--- config.mk ---
export PLATFORM = sky130hd
export DESIGN_NAME = mts_ctrl
export DESIGN_NICKNAME = d
export VERILOG_FILES = /design/src/rtl/core/mts_pkg.sv /design/src/rtl/core/mts_ctrl.sv
export SDC_FILE = /design/constraint.sdc
export NUM_CORES = 1
export LEC_CHECK = 0
export ABC_AREA = 0
export BUFFER_PORTS_ARGS = -buffer_cell sky130_fd_sc_hd__buf_4
export CORE_AREA = 3 3 40 42
export DETAILED_ROUTE_END_ITERATION = 10
export DIE_AREA = 0 0 43 45
export PLACE_DENSITY_LB_ADDON = 0.08
export SLEW_MARGIN = 20
export SYNTH_ARGS = -nofsm -noshare
export SYNTH_HDL_FRONTEND = slang
export SYNTH_SLANG_ARGS = --single-unit
export TNS_END_PERCENT = 1
--- constraint.sdc ---
create_clock -name clk -period 1.66 [get_ports clk]
set_input_delay 0.498 -clock clk [delete_from_list [all_inputs] [get_ports clk]]
set_output_delay 0.498 -clock clk [all_outputs]
set_load 0.01 [all_outputs]
--- src/rtl/core/mts_pkg.sv ---
// shared constants and types of the min tracking stack
// no dependencies; used by every module of the block
`default_nettype none

package mts_pkg;

  localparam int STACK_DEPTH = 1024;
  localparam int ADDR_W = $clog2(STACK_DEPTH);
  localparam int CNT_W = $clog2(STACK_DEPTH + 1);
  localparam int VAL_W = 32;
  localparam int WORD_W = VAL_W + 2;

  localparam logic [CNT_W-1:0] COUNT_FULL = CNT_W'(STACK_DEPTH);

  // request codes
  localparam logic [1:0] REQ_PUSH = 2'd0;
  localparam logic [1:0] REQ_POP  = 2'd1;
  localparam logic [1:0] REQ_MIN  = 2'd2;

  // status codes
  localparam logic [1:0] ST_OK    = 2'd0;
  localparam logic [1:0] ST_EMPTY = 2'd1;
  localparam logic [1:0] ST_FULL  = 2'd2;

  // controller to datapath
  typedef struct packed {
    logic accept;    // input transaction taken this cycle
    logic finish;    // stored word of a pop is on the read register
  } cmd_t;

  // datapath to controller
  typedef struct packed {
    logic needs_read;  // offered request is a pop of a non-empty stack
  } sts_t;

endpackage

`default_nettype wire

--- src/rtl/core/mts_ctrl.sv ---
// controller of the min tracking stack: handshakes and pop sequencing
// depends on mts_pkg
`default_nettype none

module mts_ctrl (
  input  wire logic          clk,
  input  wire logic          rst,
  input  wire logic          in_valid,
  output logic               in_ready,
  output logic               out_valid,
  input  wire logic          out_ready,
  input  wire mts_pkg::sts_t sts,
  output mts_pkg::cmd_t      cmd
);

  localparam logic S_IDLE = 1'b0;
  localparam logic S_POP  = 1'b1;

  logic state;
  logic state_next;
  logic load_out;

  assign in_ready   = (state == S_IDLE) && (!out_valid || out_ready);
  assign cmd.accept = in_valid && in_ready;
  assign cmd.finish = (state == S_POP);
  assign load_out   = (cmd.accept && !sts.needs_read) || cmd.finish;

  always_comb begin
    state_next = state;
    unique case (state)
      S_IDLE: begin
        if (cmd.accept && sts.needs_read) state_next = S_POP;
      end
      S_POP: begin
        state_next = S_IDLE;
      end
      default: state_next = S_IDLE;
    endcase
  end

  always_ff @(posedge clk) begin
    if (rst) begin
      state     <= S_IDLE;
      out_valid <= 1'b0;
    end else begin
      state <= state_next;
      if (load_out) out_valid <= 1'b1;
      else if (out_ready) out_valid <= 1'b0;
    end
  end

endmodule

`default_nettype wire

==> impl.org <==
** Outcome
- The flow ran to the end, and the final reports show no timing, DRC or antenna violations.

** Critical path
- In this run the worst path has a maximum fanout of 4.
- Kind of start point of the critical path :: primary input
- Tracing the worst setup path back leads to its startpoint at out_ready.
- STA puts the critical path data required time at ~1.2 ns.
- Critical Path End Type :: output port
- Endpoint of the lowest-slack register-to-register path :: state
- Crit path top cell by count :: buf_4
- The setup check on the worst reg-to-reg path leaves a slack of between 0.9 and 1 ns.
- Number of cells on the critical path :: 4
- Cell with the biggest individual delay on the critical path :: and3_1
- Counting both buffers and inverters, the worst setup path holds a total of 2.
- Delay of the slowest cell on the worst path :: around 0.18 ns
- In this run the worst setup path terminates at cmd[1].
- Worst reg2reg path startpoint :: out_valid
- Counting cells, the worst reg-to-reg path comes to 2.
- Cell chain of the critical path :: buf_4 > nand2b_4 > and3_1 > buf_4
- Data on the critical path arrives at its endpoint at approximately 1.1 ns.
- The worst setup path is of the in2out kind.
- Top cell family by delay on the critical path :: simple AND/OR/NAND/NOR gates

** Synthesis
- Avg Inst Size Synth :: 9.55 um^2
- The synthesized design contains 2 register bits.
- Top area cells in the synthesized netlist :: dfxtp_1, nand2b_4, and4_1
- Summed instance area of the synthesized netlist :: between 100 and 150 um^2
- Predominant post-synthesis flop cell :: dfxtp_1
- Gate Count Post-Synth :: 11
- Total of warnings raised by yosys :: 0
- Summing the sequential cell areas from Yosys gives 38.1% of the chip area.
- Count leader, synth :: dfxtp_1
- Synth async-reset ratio :: 0%
- Counting distinct cell types in the post-synthesis netlist gives 10.
- The top cell type by area accounts for 38.1% of the synthesized area.
- In this run, synthesis inferred 0 flip-flops with an integrated enable.
- dfxtp_1 takes more of the synthesized area than any other cell.
- Synthesized Nets :: 16

** Final layout
- Seq. cell area :: between 40 and 50 um^2
- Post-layout net count :: 28
- Fraction of layout cells with a size suffix above 1 :: a little under three fifths
- In the final layout, the multi-input gates occupy ~54 um^2.
- End-of-flow core utilization :: between 10% and 20%
- Area growth syn-to-layout :: 89.3%
- For this run, the number of standard cells in the final layout without fillers is 36.
- The filler cells instantiated in the layout total about 150.
- The repair_antennas step left the layout with diodes totalling 0.

** STA
- At the pin with the least slew margin, the transition time is between 0.1 and 0.15 ns.
- Final critical path time including I/O delays and setup :: approximately 1.6 ns
- Summed over all failing endpoints, the final setup total negative slack is 0 ns.
- The clock arrives with approximately 0.00042 ns of skew.
- Top achievable clock speed :: around 640 MHz
- The max-slew violation total from the final report was 0.
- Period Utilization, post-route :: around 94%
- Setup violations remaining at the end of the flow were counted as 0.
- Setup repair after global routing left no endpoint under its margin.
- The count of final hold-check violations is 0.
- Max-Slew Margin vs Limit :: about nine tenths

** Pwr
- The analysis attributes to cell leakage a power of between 0.09 and 0.1 nW.
- Cell internal power was estimated by the tool at 0.000151 W.
- Fraction of power spent switching nets :: just over 20%
- Switching power total :: around 0.000038 W
- Clock group share of total power :: a little under three fifths
- Sequential share of power :: around 28%
- For this design the ratio of total power to cell area is 951 nW/um^2.
- Share of power burned in combinational logic :: 16.6%
- Maximum vdd ir drop :: 144 uV

** CTS
- After clock tree synthesis, the flow added hold-fix buffers numbering 0.
- Buffers inserted during clock tree synthesis total 3.
- At the later pin of the worst-skew pair, clock insertion delay measures roughly 0.22 ns.
- Clk root buf :: clkbuf_4
- # clock sinks :: 2
- TritonCTS clock tree :: done
- In this run the post-CTS setup repair buffer count came out at 0.
- Number of cells upsized or downsized after cts :: 0
- No sink is reached through more buffers than the 2 on the longest clock path.
- H-tree depth reported by CTS :: 1
- Clock slew at the register clock pins of the worst setup and hold paths :: around 0.030 ns

** Placed design
- Placed cell count :: 33
- Buffers added on ports :: 8
- Routability-driven placement finished with a final weighted congestion of 0.551.

** Routing
- First DRT Iteration DRCs :: 4
- Routed length per instance :: between 7 and 8 um
- The first detailed-routing pass ran for 2 iterations.
- Via count normalized by instance count :: ~3
- In the routed design, unresolved DRC markers number 0.
- Total via count in the routed design :: roughly 110
- After detailed routing, the total wire length is around 290 um.
- Once detail routing completed, the nets flagged for antenna violations numbered 0.

** Die
- The die covers slightly below 2000 um^2.
- Chip width :: between 40 and 50 um
- 9 I/O pins were placed.
- Die height :: 45 um
- Number of core rows :: 13
- For this configuration, the core starts out at a cell density of 8.18%.
- Core area :: 1280 um^2

** Global routing
- The first global-routing pass estimated ~540 um of wire.
- Via count of the first global-routing pass :: approximately 120
- Entering global routing, the biggest net connects 5 pins.
- Gr usage total :: under 10%
- The number of antenna violations at the first check in global routing came to 0.
- For this run the aggregate overflow at the end of global routing stands at 0.

** Run
- Number of violations of the max-capacitance limit :: 0

** Hold path
- Min-Delay Path Depth :: 2
- Tightest Hold Check Type :: in2reg
-- cell families (layout without fill, tap and decap cells) --
logic type,Yosys count,after routing,share of synthesized area (%)
DFF,2,2,38.1
buffers and inverters,2,12,10.7
and+or+nand+nor,6,6,45.3
AOI/OAI and AO/OA,1,1,5.96
-- worst min path at each step --
stage                     startpoint        end  slack [ns]
final                            rst  out_valid        0.45
after global routing             rst  out_valid        0.43
after CTS                        rst  out_valid        0.44
after detailed placement   out_valid  out_valid        0.54
after global placement     out_valid  out_valid        0.52
after floorplan                state  out_valid        0.47
-- cells in the final DEF (no fill, tap or decap) --
| cell type | count |
|---|---|
| and2_1 | 1 |
| nor2b_1 | 1 |
| dfxtp_1 | 2 |
| nand2b_4 | 1 |
| and4_1 | 1 |
| buf_4 | 8 |
| nand2b_1 | 1 |
| inv_1 | 1 |
| clkbuf_4 | 3 |
| and3_1 | 1 |
| a31oi_1 | 1 |
-- worst register-to-register path, cell delays in order (launching register included) --
cell	delay, ns
dfxtp_1	0.36
nand2b_4	0.07
and4_1	0.18
-- area by class of cell --
| class | instances | share of cell area (%) |
|---|---|---|
| clock buffers | 3 | 11.3 |
| well taps | 15 | 9.43 |
| multi-input cells | 7 | 27.0 |
| repair buffers | 8 | 30.2 |
| inverters | 1 | 1.89 |
| flip-flops and latches | 2 | 20.1 |
-- metal layers --
layer | up-vias | GRT usage [%] | share of wire [%]
met5 | - | 0 | 0
met4 | 0 | 5.42 | 0
met3 | 0 | 6.77 | 20
met2 | 8 | 2.99 | 34
met1 | 47 | 4.80 | 46
li1 | 56 | - | -
-- metrics by stage --
stage	instance area [um^2]	hold slack (ns)	total power [W]	setup slack, ns
after global routing	199	0.430	0.000213	0.0721
after floorplan	105	0.467	0.0000681	0.336
after detailed placement	176	0.536	0.0000862	0.106
after global placement	176	0.525	0.0000864	0.101
after CTS	199	0.440	0.000197	0.0992
final	199	0.446	0.000189	0.107
-- power by group through the flow --
stage               Combinational [W]  Sequential [W]  Clock [W]
detailed placement          0.0000322       0.0000541          0
CTS                         0.0000324       0.0000535   0.000111
global route                0.0000348       0.0000538   0.000124
floorplan                   0.0000133       0.0000548          0
finish                      0.0000315       0.0000534   0.000104
global placement            0.0000324       0.0000540          0
-- flip-flops by register name, indices dropped and copies added, names as in the netlist --
| name | cells |
|---|---|
| state | 1 |
| out_valid | 1 |
(Power assumes the default switching activity.)
